**config.mk**
```make
export PLATFORM = sky130hd
export DESIGN_NAME = grid_ray_caster_column_unit
export DESIGN_NICKNAME = d
export VERILOG_FILES = /design/src/rtl/core/grcc_pkg.sv /design/src/rtl/core/grid_ray_caster_column_unit.sv /design/src/rtl/core/grcc_cordic.sv /design/src/rtl/core/grcc_div.sv
export SDC_FILE = /design/constraint.sdc
export NUM_CORES = 2
export LEC_CHECK = 0
export CAP_MARGIN = 20
export CORE_MARGIN = 2
export CORE_UTILIZATION = 38
export DETAILED_ROUTE_END_ITERATION = 8
export DONT_BUFFER_PORTS = 1
export PLACE_DENSITY = 0.61
export SYNTH_ARGS = -nofsm -noshare
export SYNTH_HDL_FRONTEND = slang
export SYNTH_SLANG_ARGS = --single-unit
```
**constraint.sdc**
```tcl
create_clock -name clk -period 12.75 [get_ports clk]
set_clock_uncertainty 0.1 [all_clocks]
set_input_delay 1.9125 -clock clk [delete_from_list [all_inputs] [get_ports clk]]
set_output_delay 1.9125 -clock clk [all_outputs]
set_load 0.005 [all_outputs]
```
**src/rtl/core/grcc_pkg.sv**
```systemverilog
package grcc_pkg;

  // Fixed datapath widths, sized for the largest parameter values.
  localparam int DIV_W  = 32;
  localparam int SPAN_W = 18;
  localparam int ANG_W  = 16;
  localparam int TRIG_W = 16;
  localparam int MAG_W  = 15;

  // Angle and scaling constants.
  localparam logic [ANG_W-1:0] ANG_ZERO  = 16'd0;
  localparam logic [ANG_W-1:0] ANG_UP    = 16'd16384;
  localparam logic [ANG_W-1:0] ANG_HALF  = 16'd32768;
  localparam logic [ANG_W-1:0] ANG_DOWN  = 16'd49152;
  localparam int ONE_Q14        = 16384;
  localparam int CORDIC_START   = 39797;
  localparam int SCREEN_X_BASE  = 6;
  localparam int SCREEN_X_PITCH = 12;

  // Column angle (column * 65536 + 180) / 360, taken as (column * 8192 + 22) / 45.
  // The division by 45 is a reciprocal multiply, exact for every 7-bit column.
  localparam int ANG_COL_BIAS = 22;
  localparam int ANG_RECIP    = 1491309;
  localparam int ANG_RECIP_SH = 26;

  // Arc tangent steps of the rotation, quadrant angle scaled to 2^24 per turn.
  localparam logic [21:0] ARC_TABLE [16] = '{
    22'd2097152, 22'd1238021, 22'd654136, 22'd332050,
    22'd166669,  22'd83416,   22'd41718,  22'd20860,
    22'd10430,   22'd5215,    22'd2608,   22'd1304,
    22'd652,     22'd326,     22'd163,    22'd81
  };

  // Request into the shared divider.
  typedef struct packed {
    logic             start;
    logic [DIV_W-1:0] num;
    logic [DIV_W-1:0] den;
  } div_req_t;

  // Request into the shared sine and cosine unit.
  typedef struct packed {
    logic             start;
    logic [ANG_W-1:0] angle;
  } cordic_req_t;

  // Sequencer states of the column unit.
  typedef enum logic [4:0] {
    ST_IDLE,
    ST_ANG_GO,
    ST_RA_GO,
    ST_RA_WAIT,
    ST_CA_GO,
    ST_CA_WAIT,
    ST_BASE,
    ST_MUL,
    ST_OFF_GO,
    ST_OFF_WAIT,
    ST_TEST,
    ST_DIST_GO,
    ST_DIST_WAIT,
    ST_PICK,
    ST_CMUL,
    ST_HGT_GO,
    ST_HGT_WAIT
  } state_t;

endpackage

```
**src/rtl/core/grid_ray_caster_column_unit.sv**
```systemverilog
// Channel   Ports                                   Transfer
// request   start, busy, in_*                       start high while busy low
// result    out_strobe, out_*                       one cycle, cannot be held off
// config    cfg_we, cfg_wdata                       written when cfg_we is high
//
// From the taken request to the result strobe a column tests up to 2 * STEP_LIMIT grid
// lines, each with an offset divide, and adds a distance divide per axis that finds a
// wall; a hit adds the height divide, which a zero distance skips.
// The 32-step shared divider does most of the work; sine and cosine come from a shared
// 16-step rotation unit, run twice per column.
// Synchronous active-low reset clears the sequencer and the wall map.
// busy is high from the request until the result strobe; no request is taken meanwhile.
module grid_ray_caster_column_unit #(
  parameter int TILE_PIXELS   = 48,
  parameter int SCREEN_HEIGHT = 720,
  parameter int STEP_LIMIT    = 8,
  parameter int MAP_SIDE      = 8,
  parameter int COLUMNS       = 80
) (
  input  logic        clk,
  input  logic        rst_n,
  input  logic        start,
  output logic        busy,
  input  logic [15:0] in_pos_x,
  input  logic [15:0] in_pos_y,
  input  logic [15:0] in_view_angle,
  input  logic [6:0]  in_column,
  output logic        out_strobe,
  output logic [9:0]  out_screen_x,
  output logic [8:0]  out_line_top,
  output logic [9:0]  out_slice_height,
  output logic        out_wall_side,
  output logic        out_hit,
  output logic [15:0] out_corrected_distance,
  input  logic        cfg_we,
  input  logic [63:0] cfg_wdata
);
  import grcc_pkg::*;

  localparam int TILE      = TILE_PIXELS * 128;
  localparam int BASE_MAX  = 65535 / TILE;
  localparam int MAP_EXT   = MAP_SIDE * TILE;
  localparam int HALF_ANG  = ((COLUMNS / 2) * 65536 + 180) / 360;
  localparam int HNUM      = TILE_PIXELS * SCREEN_HEIGHT * 128;
  localparam int STEP_LAST = STEP_LIMIT - 1;

  state_t state_r, state_nxt;
  logic [63:0]              wall_map_r;
  logic [15:0]              px_r, px_nxt, py_r, py_nxt, va_r, va_nxt;
  logic [6:0]               col_r, col_nxt;
  logic [ANG_W-1:0]         ra_r, ra_nxt, ca_r, ca_nxt;
  logic signed [TRIG_W-1:0] c_r, c_nxt, s_r, s_nxt;
  logic [MAG_W-1:0]         cc_r, cc_nxt;
  logic                     axis_r, axis_nxt;
  logic [SPAN_W-1:0]        span_r, span_nxt;
  logic signed [7:0]        mcell_r, mcell_nxt;
  logic [3:0]               step_r, step_nxt;
  logic [DIV_W-1:0]         prod_r, prod_nxt, off_r, off_nxt;
  logic                     hh_r, hh_nxt, vh_r, vh_nxt;
  logic [DIV_W-1:0]         hd_r, hd_nxt, vd_r, vd_nxt, dist_r, dist_nxt, d_r, d_nxt;
  logic                     side_r, side_nxt;
  logic                     strobe_r, strobe_nxt;
  logic [9:0]               sx_r, sx_nxt, hgt_r, hgt_nxt;
  logic [8:0]               top_r, top_nxt;
  logic                     oside_r, oside_nxt, ohit_r, ohit_nxt;
  logic [15:0]              ocd_r, ocd_nxt;

  div_req_t    div_req;
  cordic_req_t cor_req;
  logic             div_done, cor_done;
  logic [DIV_W-1:0] div_quo;
  logic signed [TRIG_W-1:0] cor_cos, cor_sin;

  // Per-axis march operands.
  logic [15:0]      pm, pc;
  logic [MAG_W-1:0] abs_c, abs_s, dm, dc;
  logic             c_pos, s_pos, fwd, cneg, skip;
  logic [4:0]       base_v;
  logic [16:0]      base_t;
  logic signed [33:0] cpos;
  logic [2:0]       ccell, row, colc;
  logic [5:0]       bit_idx;
  logic             in_map, wall;
  logic [46:0]      cmul;
  logic [41:0]      ang_prod;
  logic [ANG_W-1:0] col_ang;
  logic [9:0]       fin_h;
  logic             fin_en, fin_hit;

  grcc_div u_div (
    .clk  (clk),
    .rst_n(rst_n),
    .req  (div_req),
    .done (div_done),
    .quo  (div_quo)
  );

  grcc_cordic u_cordic (
    .clk  (clk),
    .rst_n(rst_n),
    .req  (cor_req),
    .done (cor_done),
    .cos_q(cor_cos),
    .sin_q(cor_sin)
  );

  // Column angle offset by reciprocal multiplication.
  assign ang_prod = 42'({col_r, 13'd0} + 20'(ANG_COL_BIAS)) * 42'(ANG_RECIP);
  assign col_ang  = ang_prod[ANG_RECIP_SH +: ANG_W];

  // Direction and magnitude of the ray components.
  assign abs_c = c_r[TRIG_W-1] ? MAG_W'(-c_r) : c_r[MAG_W-1:0];
  assign abs_s = s_r[TRIG_W-1] ? MAG_W'(-s_r) : s_r[MAG_W-1:0];
  assign c_pos = !c_r[TRIG_W-1] && (c_r != '0);
  assign s_pos = !s_r[TRIG_W-1] && (s_r != '0);

  // Horizontal lines march along y, vertical lines along x.
  assign pm   = axis_r ? px_r : py_r;
  assign pc   = axis_r ? py_r : px_r;
  assign dm   = axis_r ? abs_c : abs_s;
  assign dc   = axis_r ? abs_s : abs_c;
  assign fwd  = axis_r ? c_pos : s_pos;
  assign cneg = axis_r ? s_r[TRIG_W-1] : c_r[TRIG_W-1];
  assign skip = axis_r ? (ra_r == ANG_UP || ra_r == ANG_DOWN || c_r == '0)
                       : (ra_r == ANG_ZERO || ra_r == ANG_HALF || s_r == '0);

  // Tile index of the viewer along the main axis.
  always_comb begin
    base_v = '0;
    base_t = '0;
    for (int k = 1; k <= BASE_MAX; k++) begin
      if ({1'b0, pm} >= 17'(k * TILE)) begin
        base_v = 5'(k);
        base_t = 17'(k * TILE);
      end
    end
  end

  // Crossing point on the current line and its map tile.
  assign cpos = cneg ? signed'({18'd0, pc}) - signed'({2'b00, off_r})
                     : signed'({18'd0, pc}) + signed'({2'b00, off_r});
  assign in_map = !cpos[33] && (cpos < 34'(MAP_EXT)) &&
                  !mcell_r[7] && (mcell_r < 8'(MAP_SIDE));

  always_comb begin
    ccell = '0;
    for (int k = 1; k < MAP_SIDE; k++) begin
      if (cpos[16:0] >= 17'(k * TILE)) ccell = 3'(k);
    end
  end

  assign row     = axis_r ? ccell : mcell_r[2:0];
  assign colc    = axis_r ? mcell_r[2:0] : ccell;
  assign bit_idx = 6'(row * 6'(MAP_SIDE)) + 6'(colc);
  assign wall    = in_map && wall_map_r[bit_idx];
  assign cmul    = 47'(dist_r) * 47'(cc_r);

  // Shared divider operands by sequencer state.
  always_comb begin
    div_req = '0;
    unique case (state_r)
      ST_OFF_GO: begin
        div_req.start = 1'b1;
        div_req.num   = prod_r;
        div_req.den   = DIV_W'(dm);
      end
      ST_DIST_GO: begin
        div_req.start = 1'b1;
        div_req.num   = DIV_W'(span_r) << 14;
        div_req.den   = DIV_W'(dm);
      end
      ST_HGT_GO: begin
        div_req.start = (d_r != '0);
        div_req.num   = DIV_W'(HNUM);
        div_req.den   = d_r;
      end
      default: div_req = '0;
    endcase
  end

  // Shared rotation unit operands.
  assign cor_req = {(state_r == ST_RA_GO) || (state_r == ST_CA_GO),
                    (state_r == ST_RA_GO) ? ra_r : ca_r};

  // Sequencer and datapath next state.
  always_comb begin
    state_nxt  = state_r;
    px_nxt     = px_r;
    py_nxt     = py_r;
    va_nxt     = va_r;
    col_nxt    = col_r;
    ra_nxt     = ra_r;
    ca_nxt     = ca_r;
    c_nxt      = c_r;
    s_nxt      = s_r;
    cc_nxt     = cc_r;
    axis_nxt   = axis_r;
    span_nxt   = span_r;
    mcell_nxt  = mcell_r;
    step_nxt   = step_r;
    prod_nxt   = prod_r;
    off_nxt    = off_r;
    hh_nxt     = hh_r;
    vh_nxt     = vh_r;
    hd_nxt     = hd_r;
    vd_nxt     = vd_r;
    dist_nxt   = dist_r;
    side_nxt   = side_r;
    d_nxt      = d_r;
    strobe_nxt = 1'b0;
    sx_nxt     = sx_r;
    hgt_nxt    = hgt_r;
    top_nxt    = top_r;
    oside_nxt  = oside_r;
    ohit_nxt   = ohit_r;
    ocd_nxt    = ocd_r;
    fin_en     = 1'b0;
    fin_hit    = 1'b0;
    fin_h      = '0;

    unique case (state_r)
      ST_IDLE: begin
        if (start) begin
          px_nxt    = in_pos_x;
          py_nxt    = in_pos_y;
          va_nxt    = in_view_angle;
          col_nxt   = in_column;
          state_nxt = ST_ANG_GO;
        end
      end
      ST_ANG_GO: begin
        ra_nxt    = va_r + col_ang - ANG_W'(HALF_ANG);
        ca_nxt    = ANG_W'(HALF_ANG) - col_ang;
        state_nxt = ST_RA_GO;
      end
      ST_RA_GO: state_nxt = ST_RA_WAIT;
      ST_RA_WAIT: begin
        if (cor_done) begin
          c_nxt     = cor_cos;
          s_nxt     = cor_sin;
          state_nxt = ST_CA_GO;
        end
      end
      ST_CA_GO: state_nxt = ST_CA_WAIT;
      ST_CA_WAIT: begin
        if (cor_done) begin
          cc_nxt    = cor_cos[TRIG_W-1] ? '0 : cor_cos[MAG_W-1:0];
          axis_nxt  = 1'b0;
          hh_nxt    = 1'b0;
          vh_nxt    = 1'b0;
          state_nxt = ST_BASE;
        end
      end
      ST_BASE: begin
        // First crossed line of this axis, or skip an axis-parallel ray.
        step_nxt = '0;
        if (fwd) begin
          span_nxt  = 18'(base_t) + 18'(TILE) - 18'(pm);
          mcell_nxt = signed'(8'(base_v)) + 8'sd1;
        end else begin
          span_nxt  = 18'(pm) - 18'(base_t);
          mcell_nxt = signed'(8'(base_v)) - 8'sd1;
        end
        if (skip) begin
          if (!axis_r) axis_nxt = 1'b1;
          state_nxt = axis_r ? ST_PICK : ST_BASE;
        end else begin
          state_nxt = ST_MUL;
        end
      end
      ST_MUL: begin
        prod_nxt  = 32'(33'(span_r) * 33'(dc));
        state_nxt = ST_OFF_GO;
      end
      ST_OFF_GO: state_nxt = ST_OFF_WAIT;
      ST_OFF_WAIT: begin
        if (div_done) begin
          off_nxt   = div_quo;
          state_nxt = ST_TEST;
        end
      end
      ST_TEST: begin
        // Wall test, then the next line or the other axis.
        if (wall) begin
          state_nxt = ST_DIST_GO;
        end else if (step_r == 4'(STEP_LAST)) begin
          if (!axis_r) axis_nxt = 1'b1;
          state_nxt = axis_r ? ST_PICK : ST_BASE;
        end else begin
          step_nxt  = step_r + 4'd1;
          span_nxt  = span_r + 18'(TILE);
          mcell_nxt = fwd ? mcell_r + 8'sd1 : mcell_r - 8'sd1;
          state_nxt = ST_MUL;
        end
      end
      ST_DIST_GO: state_nxt = ST_DIST_WAIT;
      ST_DIST_WAIT: begin
        if (div_done) begin
          if (axis_r) begin
            vh_nxt    = 1'b1;
            vd_nxt    = div_quo;
            state_nxt = ST_PICK;
          end else begin
            hh_nxt    = 1'b1;
            hd_nxt    = div_quo;
            axis_nxt  = 1'b1;
            state_nxt = ST_BASE;
          end
        end
      end
      ST_PICK: begin
        // A tie goes to the horizontal hit.
        if (hh_r && (!vh_r || hd_r <= vd_r)) begin
          dist_nxt  = hd_r;
          side_nxt  = 1'b0;
          state_nxt = ST_CMUL;
        end else if (vh_r) begin
          dist_nxt  = vd_r;
          side_nxt  = 1'b1;
          state_nxt = ST_CMUL;
        end else begin
          side_nxt  = 1'b0;
          fin_en    = 1'b1;
          state_nxt = ST_IDLE;
        end
      end
      ST_CMUL: begin
        d_nxt     = cmul[45:14];
        state_nxt = ST_HGT_GO;
      end
      ST_HGT_GO: begin
        if (d_r == '0) begin
          fin_en    = 1'b1;
          fin_hit   = 1'b1;
          fin_h     = 10'(SCREEN_HEIGHT);
          state_nxt = ST_IDLE;
        end else begin
          state_nxt = ST_HGT_WAIT;
        end
      end
      ST_HGT_WAIT: begin
        if (div_done) begin
          fin_en    = 1'b1;
          fin_hit   = 1'b1;
          fin_h     = (div_quo > DIV_W'(SCREEN_HEIGHT)) ? 10'(SCREEN_HEIGHT)
                                                        : div_quo[9:0];
          state_nxt = ST_IDLE;
        end
      end
      default: state_nxt = ST_IDLE;
    endcase

    // Result register load.
    if (fin_en) begin
      strobe_nxt = 1'b1;
      sx_nxt     = 10'(11'(SCREEN_X_BASE) + 11'(col_r) * 11'(SCREEN_X_PITCH));
      hgt_nxt    = fin_h;
      top_nxt    = 9'((11'(SCREEN_HEIGHT) - 11'(fin_h)) >> 1);
      oside_nxt  = fin_hit ? side_r : 1'b0;
      ohit_nxt   = fin_hit;
      if (!fin_hit || d_r[31:1] > 31'd65535) ocd_nxt = 16'hFFFF;
      else                                    ocd_nxt = d_r[16:1];
    end
  end

  always_ff @(posedge clk) begin
    if (!rst_n) begin
      state_r    <= ST_IDLE;
      strobe_r   <= 1'b0;
      wall_map_r <= '0;
    end else begin
      state_r  <= state_nxt;
      strobe_r <= strobe_nxt;
      if (cfg_we) wall_map_r <= cfg_wdata;
    end
  end

  always_ff @(posedge clk) begin
    px_r    <= px_nxt;
    py_r    <= py_nxt;
    va_r    <= va_nxt;
    col_r   <= col_nxt;
    ra_r    <= ra_nxt;
    ca_r    <= ca_nxt;
    c_r     <= c_nxt;
    s_r     <= s_nxt;
    cc_r    <= cc_nxt;
    axis_r  <= axis_nxt;
    span_r  <= span_nxt;
    mcell_r <= mcell_nxt;
    step_r  <= step_nxt;
    prod_r  <= prod_nxt;
    off_r   <= off_nxt;
    hh_r    <= hh_nxt;
    vh_r    <= vh_nxt;
    hd_r    <= hd_nxt;
    vd_r    <= vd_nxt;
    dist_r  <= dist_nxt;
    side_r  <= side_nxt;
    d_r     <= d_nxt;
    sx_r    <= sx_nxt;
    hgt_r   <= hgt_nxt;
    top_r   <= top_nxt;
    oside_r <= oside_nxt;
    ohit_r  <= ohit_nxt;
    ocd_r   <= ocd_nxt;
  end

  assign busy                   = (state_r != ST_IDLE);
  assign out_strobe             = strobe_r;
  assign out_screen_x           = sx_r;
  assign out_line_top           = top_r;
  assign out_slice_height       = hgt_r;
  assign out_wall_side          = oside_r;
  assign out_hit                = ohit_r;
  assign out_corrected_distance = ocd_r;

endmodule

```
**src/rtl/core/grcc_cordic.sv**
```systemverilog
module grcc_cordic (
  input  logic                          clk,
  input  logic                          rst_n,
  input  grcc_pkg::cordic_req_t         req,
  output logic                          done,
  output logic signed [grcc_pkg::TRIG_W-1:0] cos_q,
  output logic signed [grcc_pkg::TRIG_W-1:0] sin_q
);
  import grcc_pkg::*;

  logic signed [19:0] x_r, x_nxt, y_r, y_nxt;
  logic signed [23:0] z_r, z_nxt;
  logic [3:0]         cnt_r, cnt_nxt;
  logic [1:0]         quad_r, quad_nxt;
  logic               run_r, run_nxt, done_r, done_nxt;
  logic signed [19:0] dx, dy;
  logic signed [23:0] arc;
  logic [MAG_W-1:0]   cq, sq;

  // Arithmetic right shift that rounds toward zero.
  function automatic logic signed [19:0] tz_shr(input logic signed [19:0] v,
                                                input logic [3:0] sh);
    logic [19:0] mag;
    mag = v[19] ? 20'(-v) : 20'(v);
    mag = mag >> sh;
    return v[19] ? -signed'(mag) : signed'(mag);
  endfunction

  // Drop two fraction bits and clamp to the range 0 to one.
  function automatic logic [MAG_W-1:0] clamp_q14(input logic signed [19:0] v);
    logic signed [19:0] t;
    t = tz_shr(v, 4'd2);
    if (t[19]) return '0;
    if (t > 20'(ONE_Q14)) return MAG_W'(ONE_Q14);
    return t[MAG_W-1:0];
  endfunction

  assign dx  = tz_shr(y_r, cnt_r);
  assign dy  = tz_shr(x_r, cnt_r);
  assign arc = signed'({2'b00, ARC_TABLE[cnt_r]});

  // One rotation step per cycle.
  always_comb begin
    x_nxt    = x_r;
    y_nxt    = y_r;
    z_nxt    = z_r;
    cnt_nxt  = cnt_r;
    quad_nxt = quad_r;
    run_nxt  = run_r;
    done_nxt = 1'b0;
    if (req.start) begin
      x_nxt    = 20'(CORDIC_START);
      y_nxt    = '0;
      z_nxt    = signed'({2'b00, req.angle[13:0], 8'h00});
      quad_nxt = req.angle[15:14];
      cnt_nxt  = '0;
      run_nxt  = 1'b1;
    end else if (run_r) begin
      if (!z_r[23]) begin
        x_nxt = x_r - dx;
        y_nxt = y_r + dy;
        z_nxt = z_r - arc;
      end else begin
        x_nxt = x_r + dx;
        y_nxt = y_r - dy;
        z_nxt = z_r + arc;
      end
      cnt_nxt = cnt_r + 4'd1;
      if (cnt_r == 4'd15) begin
        run_nxt  = 1'b0;
        done_nxt = 1'b1;
      end
    end
  end

  always_ff @(posedge clk) begin
    if (!rst_n) begin
      run_r  <= 1'b0;
      done_r <= 1'b0;
    end else begin
      run_r  <= run_nxt;
      done_r <= done_nxt;
    end
  end

  always_ff @(posedge clk) begin
    x_r    <= x_nxt;
    y_r    <= y_nxt;
    z_r    <= z_nxt;
    cnt_r  <= cnt_nxt;
    quad_r <= quad_nxt;
  end

  // Fold the first quadrant result back to the full circle.
  assign cq = clamp_q14(x_r);
  assign sq = clamp_q14(y_r);

  always_comb begin
    unique case (quad_r)
      2'd0: begin
        cos_q = signed'({1'b0, cq});
        sin_q = signed'({1'b0, sq});
      end
      2'd1: begin
        cos_q = -signed'({1'b0, sq});
        sin_q = signed'({1'b0, cq});
      end
      2'd2: begin
        cos_q = -signed'({1'b0, cq});
        sin_q = -signed'({1'b0, sq});
      end
      default: begin
        cos_q = signed'({1'b0, sq});
        sin_q = -signed'({1'b0, cq});
      end
    endcase
  end

  assign done = done_r;

endmodule

```
**src/rtl/core/grcc_div.sv**
```systemverilog
module grcc_div (
  input  logic                       clk,
  input  logic                       rst_n,
  input  grcc_pkg::div_req_t         req,
  output logic                       done,
  output logic [grcc_pkg::DIV_W-1:0] quo
);
  import grcc_pkg::*;

  localparam int CNT_W = $clog2(DIV_W);

  logic [DIV_W-1:0] rem_r, rem_nxt, quo_r, quo_nxt, den_r, den_nxt;
  logic [CNT_W-1:0] cnt_r, cnt_nxt;
  logic             run_r, run_nxt, done_r, done_nxt;
  logic [DIV_W:0]   rem_sh;
  logic             ge;

  // Restoring division, one quotient bit per cycle.
  assign rem_sh = {rem_r, quo_r[DIV_W-1]};
  assign ge     = rem_sh >= {1'b0, den_r};

  always_comb begin
    rem_nxt  = rem_r;
    quo_nxt  = quo_r;
    den_nxt  = den_r;
    cnt_nxt  = cnt_r;
    run_nxt  = run_r;
    done_nxt = 1'b0;
    if (req.start) begin
      rem_nxt = '0;
      quo_nxt = req.num;
      den_nxt = req.den;
      cnt_nxt = '0;
      run_nxt = 1'b1;
    end else if (run_r) begin
      rem_nxt = ge ? DIV_W'(rem_sh - {1'b0, den_r}) : rem_sh[DIV_W-1:0];
      quo_nxt = {quo_r[DIV_W-2:0], ge};
      cnt_nxt = cnt_r + 1'b1;
      if (cnt_r == CNT_W'(DIV_W - 1)) begin
        run_nxt  = 1'b0;
        done_nxt = 1'b1;
      end
    end
  end

  always_ff @(posedge clk) begin
    if (!rst_n) begin
      run_r  <= 1'b0;
      done_r <= 1'b0;
    end else begin
      run_r  <= run_nxt;
      done_r <= done_nxt;
    end
  end

  always_ff @(posedge clk) begin
    rem_r <= rem_nxt;
    quo_r <= quo_nxt;
    den_r <= den_nxt;
    cnt_r <= cnt_nxt;
  end

  assign done = done_r;
  assign quo  = quo_r;

endmodule

```
[Word level (Yosys, flattened, before mapping)]
Memories as Yosys holds them, arrays and structs flattened.
Index checks and enable logic that the tools add are counted.
Word-level totals
  register bits: 652
  memory bits (read-only): 352
  input port bits: 123
  output and inout port bits: 49
  memories kept: 1
Memory list
  (name not given): words 16, bits a word 22, read ports 1, clocked after memory_dff 0, wr ports 0, RTL line grcc_cordic.sv:40  | assign arc = signed'({2'b00, ARC_TABLE[cnt_r]});
Cells by class
  add/subtract/negate cells: 37
  multiply operators: 4
  $lt $le $gt $ge: 27
  equality and inequality tests: 36
  shift operators: 2
  mux-type cells: 135
  bitwise logic cells: 5
  reduce and logical (&&, ||, !) cells: 50
Operators by type and width (number)
  65-bit one-hot mux with 3 select lines: 1
  15-bit 2-to-1 mux: 12
  20-bit 2-to-1 mux: 8
  32-bit 2-to-1 mux: 5
  17-bit 2-to-1 mux: 8
  16-bit one-hot mux with 3 select lines: 2
  22-bit 2-to-1 mux: 4
  5-bit one-hot mux with 17 select lines: 1
  16-bit >= comparator, second input constant: 5
  20-bit negation: 4
  5-bit 2-to-1 mux: 15
  18-bit 2-to-1 mux: 3
  17-bit by 15-bit >= comparator with 1-bit output, second input constant: 3
  16-bit by 15-bit >= comparator with 1-bit output, second input constant: 3
  16-bit zero test: 3
  16-bit 2-to-1 mux: 3
  32-bit by 15-bit multiplier with 46-bit output: 1
  21-bit by 21-bit multiplier with 42-bit output, second input constant: 1
  20-bit adder: 2
  5-bit by 4-bit == test with 1-bit output, second input constant: 8
  20-bit by 16-bit greater-than comparator with 1-bit output, second input constant: 2
  18-bit negation with 20-bit output: 2
  20-bit by 4-bit >> shifter with 20-bit output: 2
  20-bit subtractor: 2
  other kinds (87): 196

[Logic depth before layout (Yosys ltp)]
  depth after elaboration: 18
  depth in mapped cells: 40

[Hierarchy]
Synthesis repeated with hierarchy kept, for this count alone.
Second synthesis, totals
  cells, all modules: 7654
  area total of the unflattened synthesis: 71315.9 sq um
By module, submodules not included
  grid_ray_caster_column_unit: instances 1, cells each 4968, area each 50084.3 sq um
  grcc_cordic: instances 1, cells each 2122, area each 15401.0 sq um
  grcc_div: instances 1, cells each 564, area each 5830.6 sq um

[Least setup slack after synthesis]
Ideal clock, no wire load.
  path type: register to register
  from: reg axis_r
  to: reg mcell_r[0] (enable)
  library setup time: 424 ps
  arrival time: 8737 ps
  required time: 12226 ps
  setup slack: 3489 ps
  cell stages (with the launch flop): 26
  path buffers: 10
  period minus slack after synthesis: 9261 ps
  cells stage by stage: edfxtp_1 > clkbuf_1 > clkbuf_1 > clkbuf_1 > buf_1 > clkbuf_1 > buf_1 > buf_1 > mux2_2 > ha_1 > clkbuf_1 > and2_1 > a221oi_1 > a31oi_1 > nand2_1 > o31ai_1 > or3b_2 > clkbuf_1 > a211oi_1 > clkbuf_1 > mux4_2 > a22oi_1 > a21oi_1 > nor4_1 > or4b_2 > a21boi_0
On the way
  cells in the longest elaborated chain, start to end: 18
Ends and longest elaborated chain
  start, declared: RTL line grid_ray_caster_column_unit.sv:54  | logic axis_r, axis_nxt;
  start signal, assigned: RTL line grid_ray_caster_column_unit.sv:388  | axis_r <= axis_nxt;
  16-bit 2-to-1 mux: RTL line grid_ray_caster_column_unit.sv:119  | assign pc = axis_r ? py_r : px_r;
  16-bit by 32-bit adder with 33-bit output or 16-bit by 32-bit subtractor with 33-bit output (tied branches): RTL line grid_ray_caster_column_unit.sv:141, grid_ray_caster_column_unit.sv:140
  34-bit 2-to-1 mux: RTL line grid_ray_caster_column_unit.sv:140  | assign cpos = cneg ? signed'({18'd0, pc}) - signed'({2'b00, off_r})
  17-bit by 13-bit >= comparator with 1-bit output: RTL line grid_ray_caster_column_unit.sv:148  | if (cpos[16:0] >= 17'(k * TILE)) ccell = 3'(k);
  1-bit 2-to-1 mux: RTL line grid_ray_caster_column_unit.sv:148
  3-bit 2-to-1 mux (6 in series): RTL line grid_ray_caster_column_unit.sv:148
  3-bit 2-to-1 mux (on tied branches): RTL line grid_ray_caster_column_unit.sv:153, grid_ray_caster_column_unit.sv:152
  6-bit by 3-bit adder with 6-bit output: RTL line grid_ray_caster_column_unit.sv:154  | assign bit_idx = 6'(row * 6'(MAP_SIDE)) + 6'(colc);
  1-bit binary-select mux with 6-bit select: RTL line grid_ray_caster_column_unit.sv:155  | assign wall = in_map && wall_map_r[bit_idx];
  1-bit 2-to-1 mux (not written as such): RTL line grid_ray_caster_column_unit.sv:155
  1-bit logical AND *: RTL line grid_ray_caster_column_unit.sv:155
  2-bit != test (no line) *
  3-bit AND reduction (no line) *
  end signal, assigned: RTL line grid_ray_caster_column_unit.sv:390  | mcell_r <= mcell_nxt;
  end, declared: RTL line grid_ray_caster_column_unit.sv:56  | logic signed [7:0] mcell_r, mcell_nxt;
Every way passes the cells marked *; elsewhere a longest branch is shown, timed or not. The select of a mux whose other input is x is not followed.
A chain may end at the register's enable or synchronous reset.

[Worst setup path in the final report]
  from: reg cc_r[3]
  to: reg d_r[31], data pin
On the way
  cells in the longest elaborated chain, start to end: 1
Ends and longest elaborated chain
  start, declared: RTL line grid_ray_caster_column_unit.sv:53  | logic [MAG_W-1:0] cc_r, cc_nxt;
  start signal, assigned: RTL line grid_ray_caster_column_unit.sv:387  | cc_r <= cc_nxt;
  32-bit by 15-bit multiplier with 46-bit output: RTL line grid_ray_caster_column_unit.sv:156  | assign cmul = 47'(dist_r) * 47'(cc_r);
  via cmul[45]: RTL line grid_ray_caster_column_unit.sv:84  | logic [46:0] cmul;
  end signal, assigned: RTL line grid_ray_caster_column_unit.sv:400  | d_r <= d_nxt;
  end, declared: RTL line grid_ray_caster_column_unit.sv:60  | logic [DIV_W-1:0] hd_r, hd_nxt, vd_r, vd_nxt, dist_r, dist_nxt, d_r, d_nxt;
The timed path passes the listed nets, and every way through them passes these cells.

==> out/qor_table.md <==
| Parameter | This run | Unit |
|---|---|---|
| Synthesis-to-layout area growth | 7.59 | % |
| Vias | 53,856 | - |
| Last weighted congestion value of the routability-driven placer | 0.920 | - |
| Yosys reg bits | 650 | - |
| Die Outline Area | 188,000 | µm² |
| FILL cells | 18,093 | - |
| Cts hold-fix bufs | 0 | - |
| PortBufs | 0 | - |
| TritonCTS clock tree | built | - |
| Syn_area_per_cell | 9.32 | µm² |
| Synth Flop Type | sky130_fd_sc_hd__edfxtp_1 | - |
| Switching component of the power | 10.2 | mW |
| Endpoint arrival time on the critical path | 9.47 | ns |
| Number of hold violations in the final report | 0 | - |
| Ports placed on the boundary | 172 | - |
| Final setup viols | 0 | - |
| Critical path endpoint category | flip-flop | - |
| Row cnt | 157 | - |
| Sequential share of the synthesized area | 25.5 | % |
| Upper clock frequency limit | 0.110 | GHz |
| Number of distinct library cells after synthesis | 108 | - |
| Setup crit start kind | flip-flop | - |
| Endpoint required time on the critical path | 13.10 | ns |
| Delay of the slowest cell on the worst path | 0.82 | ns |
| Setup repair after global routing missed its margin | false | - |
| Global-route wire length before repair | 304,000 | µm |
| Crit path launch | cc_r[3]$_SDFFCE_PP0P_ | - |
| Initial DRC Count | 4,287 | - |
| Maximum number of pins on one net before global-route repair | 83 | - |
| Number of buffer and inverter instances along the worst setup path | 3 | - |
| CTS resizes | 0 | - |
| Final worst path period need | 9.12 | ns |
| Warnings, synthesis | 0 | - |
| Relative slew slack | 23.6 | % |
| DR DRC count | 0 | - |
| Global Route Usage Sum | 20.5 | % |
| Clk_lat worst skew | 0.71 | ns |
| Sw Share | 48.1 | % |
| Total gr overflow | 0 | - |
| Clock network power share | 11.4 | % |
| Area inside the core boundary | 183,000 | µm² |
| Root Buffer | sky130_fd_sc_hd__clkbuf_16 | - |
| Final core utilization | 41.2 | % |
| Initial standard-cell utilization of the core | 38.3 | % |
| Static leakage | 32.6 | nW |
| Number of iterations in the first detailed-routing pass | 6 | - |
| Worst-case setup slack after placement | 3.59 | ns |
| Cell with the largest stage delay on the worst path | sky130_fd_sc_hd__edfxtp_1 | - |
| Type of the tightest min-delay check | reg -> reg | - |
| Kind of cell with the highest combined delay on the critical path | adder cells | - |
| Via count of the first global-routing pass | 53,564 | - |
| Remaining number of nets flagged by the antenna check after routing | 0 | - |
| Most used cell along the critical path | sky130_fd_sc_hd__fa_1 | - |
| Transition time at the pin with the least slew margin | 1.15 | ns |
| Sequential power share | 16.2 | % |
| Last element of the critical path | d_r[31]$_DFFE_PN_ | - |
| Chip height | 433 | µm |
| Sinks on the clock net | 650 | - |
| Width of the chip | 433 | µm |
| Worst Path Class, Setup | reg -> reg | - |
| Minimum setup slack among reg-to-reg paths | 3.63 | ns |
| Fin nets | 8,645 | - |
| Max IR drop VDD | 0.484 | mV |
| Final HPWL DP | 148,000 | µm |
| Reg2reg end | d_r[31]$_DFFE_PN_ | - |
| Number of maximum-capacitance constraint violations | 0 | - |
| Post-Syn Instances | 7,517 | - |
| Routed wire per std cell | 19.6 | µm |
| Buffer count from post-CTS setup fixing | 0 | - |
| Final Cycle Share | 71.5 | % |
| Cells on worst reg2reg path | 27 | - |
| CP max FO | 15 | - |
| Via density per instance | 5.46 | - |
| Clock-pin slew of the registers on the worst-case setup and hold paths | 0.06 | ns |
| Ys async rst share | 0 | % |
| Total Wirelength | 194,000 | µm |
| Combinational share of power | 72.4 | % |
| Outcome | finished, final reports clean | - |
| Number of levels in the clock H-tree | 3 | - |
| Hold WS | 0.376 | ns |
| Reg-to-Reg Start | cc_r[3]$_SDFFCE_PP0P_ | - |
| Slew Limit Fails | 0 | - |
| Number of flops mapped to enable cells by yosys | 485 | - |
| Summed instance area of the synthesized netlist | 70,000 | µm² |
| Initial antenna violation count | 8 | - |
| PD cells | 280 | nW/µm² |
| Setup TNS | 0 | ns |
| Number of CTS-inserted buffers | 82 | - |
| Total stage count of the critical path | 27 | - |
| Worst-case clock buffer depth | 3 | - |
| Internal portion of total power | 11.0 | mW |
| Final WS setup | 3.63 | ns |
| Synthesized net count | 8,828 | - |
| Fraction of layout cells with a size suffix above 1 | 6.16 | % |
per-layer routing:
| layer | share of wire (%) | GRT usage [%] | routed length [µm] | vias to the layer above |
|---|---|---|---|---|
| met4 | 3.6 | 7.07 | 7020 | 0 |
| met3 | 5.6 | 2.79 | 10900 | 318 |
| li1 | - | - | - | 25253 |
| met2 | 47 | 34.2 | 91800 | 1545 |
| met1 | 43 | 27.2 | 84000 | 26740 |
| met5 | 0 | 0 | 0 | - |
state kept, by name, indices dropped and copies added (netlist names), 20 cells and up:
signal	count
wall_map_r	64
d_r	32
dist_r	32
hd_r	32
off_r	32
prod_r	32
u_div.den_r	32
u_div.quo	32
u_div.rem_r	32
vd_r	32
u_cordic.z_r	24
u_cordic.x_r	20
u_cordic.y_r	20
cell usage after synthesis, types with 52 or more instances:
library cell | count | area share (%)
sky130_fd_sc_hd__a31oi_1 | 61 | 0.54
sky130_fd_sc_hd__a21o_1 | 75 | 0.80
sky130_fd_sc_hd__xnor2_1 | 284 | 3.6
sky130_fd_sc_hd__a21oi_1 | 309 | 2.2
sky130_fd_sc_hd__fa_1 | 633 | 18
sky130_fd_sc_hd__or2_2 | 52 | 0.46
sky130_fd_sc_hd__a211oi_1 | 83 | 0.89
sky130_fd_sc_hd__clkbuf_1 | 289 | 1.5
sky130_fd_sc_hd__ha_1 | 555 | 9.9
sky130_fd_sc_hd__nand2_1 | 763 | 4.1
sky130_fd_sc_hd__mux2i_1 | 197 | 2.8
sky130_fd_sc_hd__mux2_2 | 74 | 1.2
sky130_fd_sc_hd__or3_1 | 56 | 0.50
sky130_fd_sc_hd__nand3_1 | 103 | 0.74
sky130_fd_sc_hd__and3_1 | 58 | 0.52
sky130_fd_sc_hd__o21ai_0 | 253 | 1.8
sky130_fd_sc_hd__and2_1 | 387 | 3.5
sky130_fd_sc_hd__nand2b_1 | 64 | 0.57
sky130_fd_sc_hd__dfxtp_1 | 165 | 4.7
sky130_fd_sc_hd__inv_1 | 879 | 4.7
sky130_fd_sc_hd__xor2_1 | 147 | 1.8
sky130_fd_sc_hd__nor2b_1 | 141 | 1.3
sky130_fd_sc_hd__nor2_1 | 481 | 2.6
sky130_fd_sc_hd__nor3_1 | 129 | 0.92
sky130_fd_sc_hd__edfxtp_1 | 485 | 21
final cells by class:
class,instances,area (µm²),area share [%]
multi-input cells,5621,47500,63.1
inverters,882,3310,4.39
clock buffers,97,2180,2.89
well taps,2464,3080,4.09
clock inverters,56,621,0.824
diodes,3,7.51,0.00996
repair buffers,97,741,0.983
flip-flops and latches,650,17900,23.7
worst min-delay path, stage by stage, from the launching register on:
cell	delay (ns)
sky130_fd_sc_hd__dfxtp_1	0.32
sky130_fd_sc_hd__nand2_1	0.05
sky130_fd_sc_hd__o21ai_0	0.06
how the worst min path moves through the flow:
stage / startpoint / endpoint / slack, ns / depth (start not counted)
3_3_place_gp: u_cordic.z_r[22]$_SDFFE_PN0P_ / u_cordic.z_r[22]$_SDFFE_PN0P_ / 0.35 / 2
5_1_grt: u_cordic.z_r[22]$_SDFFE_PN0P_ / u_cordic.z_r[22]$_SDFFE_PN0P_ / 0.41 / 2
2_1_floorplan: u_cordic.z_r[22]$_SDFFE_PN0P_ / u_cordic.z_r[22]$_SDFFE_PN0P_ / 0.33 / 2
4_1_cts: u_cordic.z_r[22]$_SDFFE_PN0P_ / u_cordic.z_r[22]$_SDFFE_PN0P_ / 0.38 / 2
6_report: u_cordic.z_r[22]$_SDFFE_PN0P_ / u_cordic.z_r[22]$_SDFFE_PN0P_ / 0.38 / 2
3_5_place_dp: u_cordic.z_r[22]$_SDFFE_PN0P_ / u_cordic.z_r[22]$_SDFFE_PN0P_ / 0.37 / 2
cells by family (layout without fill, tap and decap cells):
family                     Yosys count  in the layout  synth area share, %
muxes                              295            295                 4.76
and+or+nand+nor                   2424           2424                 17.2
adders and majority gates         1191           1191                 28.1
xor gates and xnor gates           435            435                 5.49
buffers and inverters             1246           1132                 6.77
DFF                                650            650                 25.5
other                                2              5               0.0107
AOI/OAI and AO/OA                 1274           1274                 12.2
power groups by stage:
stage	clock network, mW	registers [mW]	logic (mW)
6_report	2.41	3.42	15.3
5_1_grt	2.54	3.45	17.3
4_1_cts	2.47	3.41	15.3
3_5_place_dp	0	3.45	15.2
3_3_place_gp	0	3.44	15.0
2_1_floorplan	0	3.26	11.4
through the flow:
stage / instance area [µm²] / power [mW] / cells
floorplan: 70000 / 14.6 / 7517
global placement: 72500 / 18.4 / 9713
detailed placement: 72500 / 18.7 / 9713
CTS: 75300 / 21.2 / 9866
global route: 75300 / 23.3 / 9869
finish: 75400 / 21.1 / 9870
cells in the final DEF (no fill, tap or decap), drive strengths merged, types with 20 or more instances in the layout:
cell	instances
clkinv	32
o21a	40
or2	52
buf	97
nand2b	64
mux4	23
and2	388
edfxtp	485
nor2b	141
a21o	75
a21boi	20
a22o	33
mux2i	198
nand3	104
fa	633
nand2	765
nor2	483
a211oi	84
or4	25
mux2	74
o2111ai	21
o21ai	255
nor3	131
xor2	149
clkbuf	97
inv	893
xnor2	285
nand4	46
ha	555
and3	59
o21bai	40
o22ai	36
a21oi	310
o211ai	35
or3	58
o31ai	50
o41ai	22
dfxtp	165
a31oi	61
nor4	38
(Power assumes the default switching activity.)
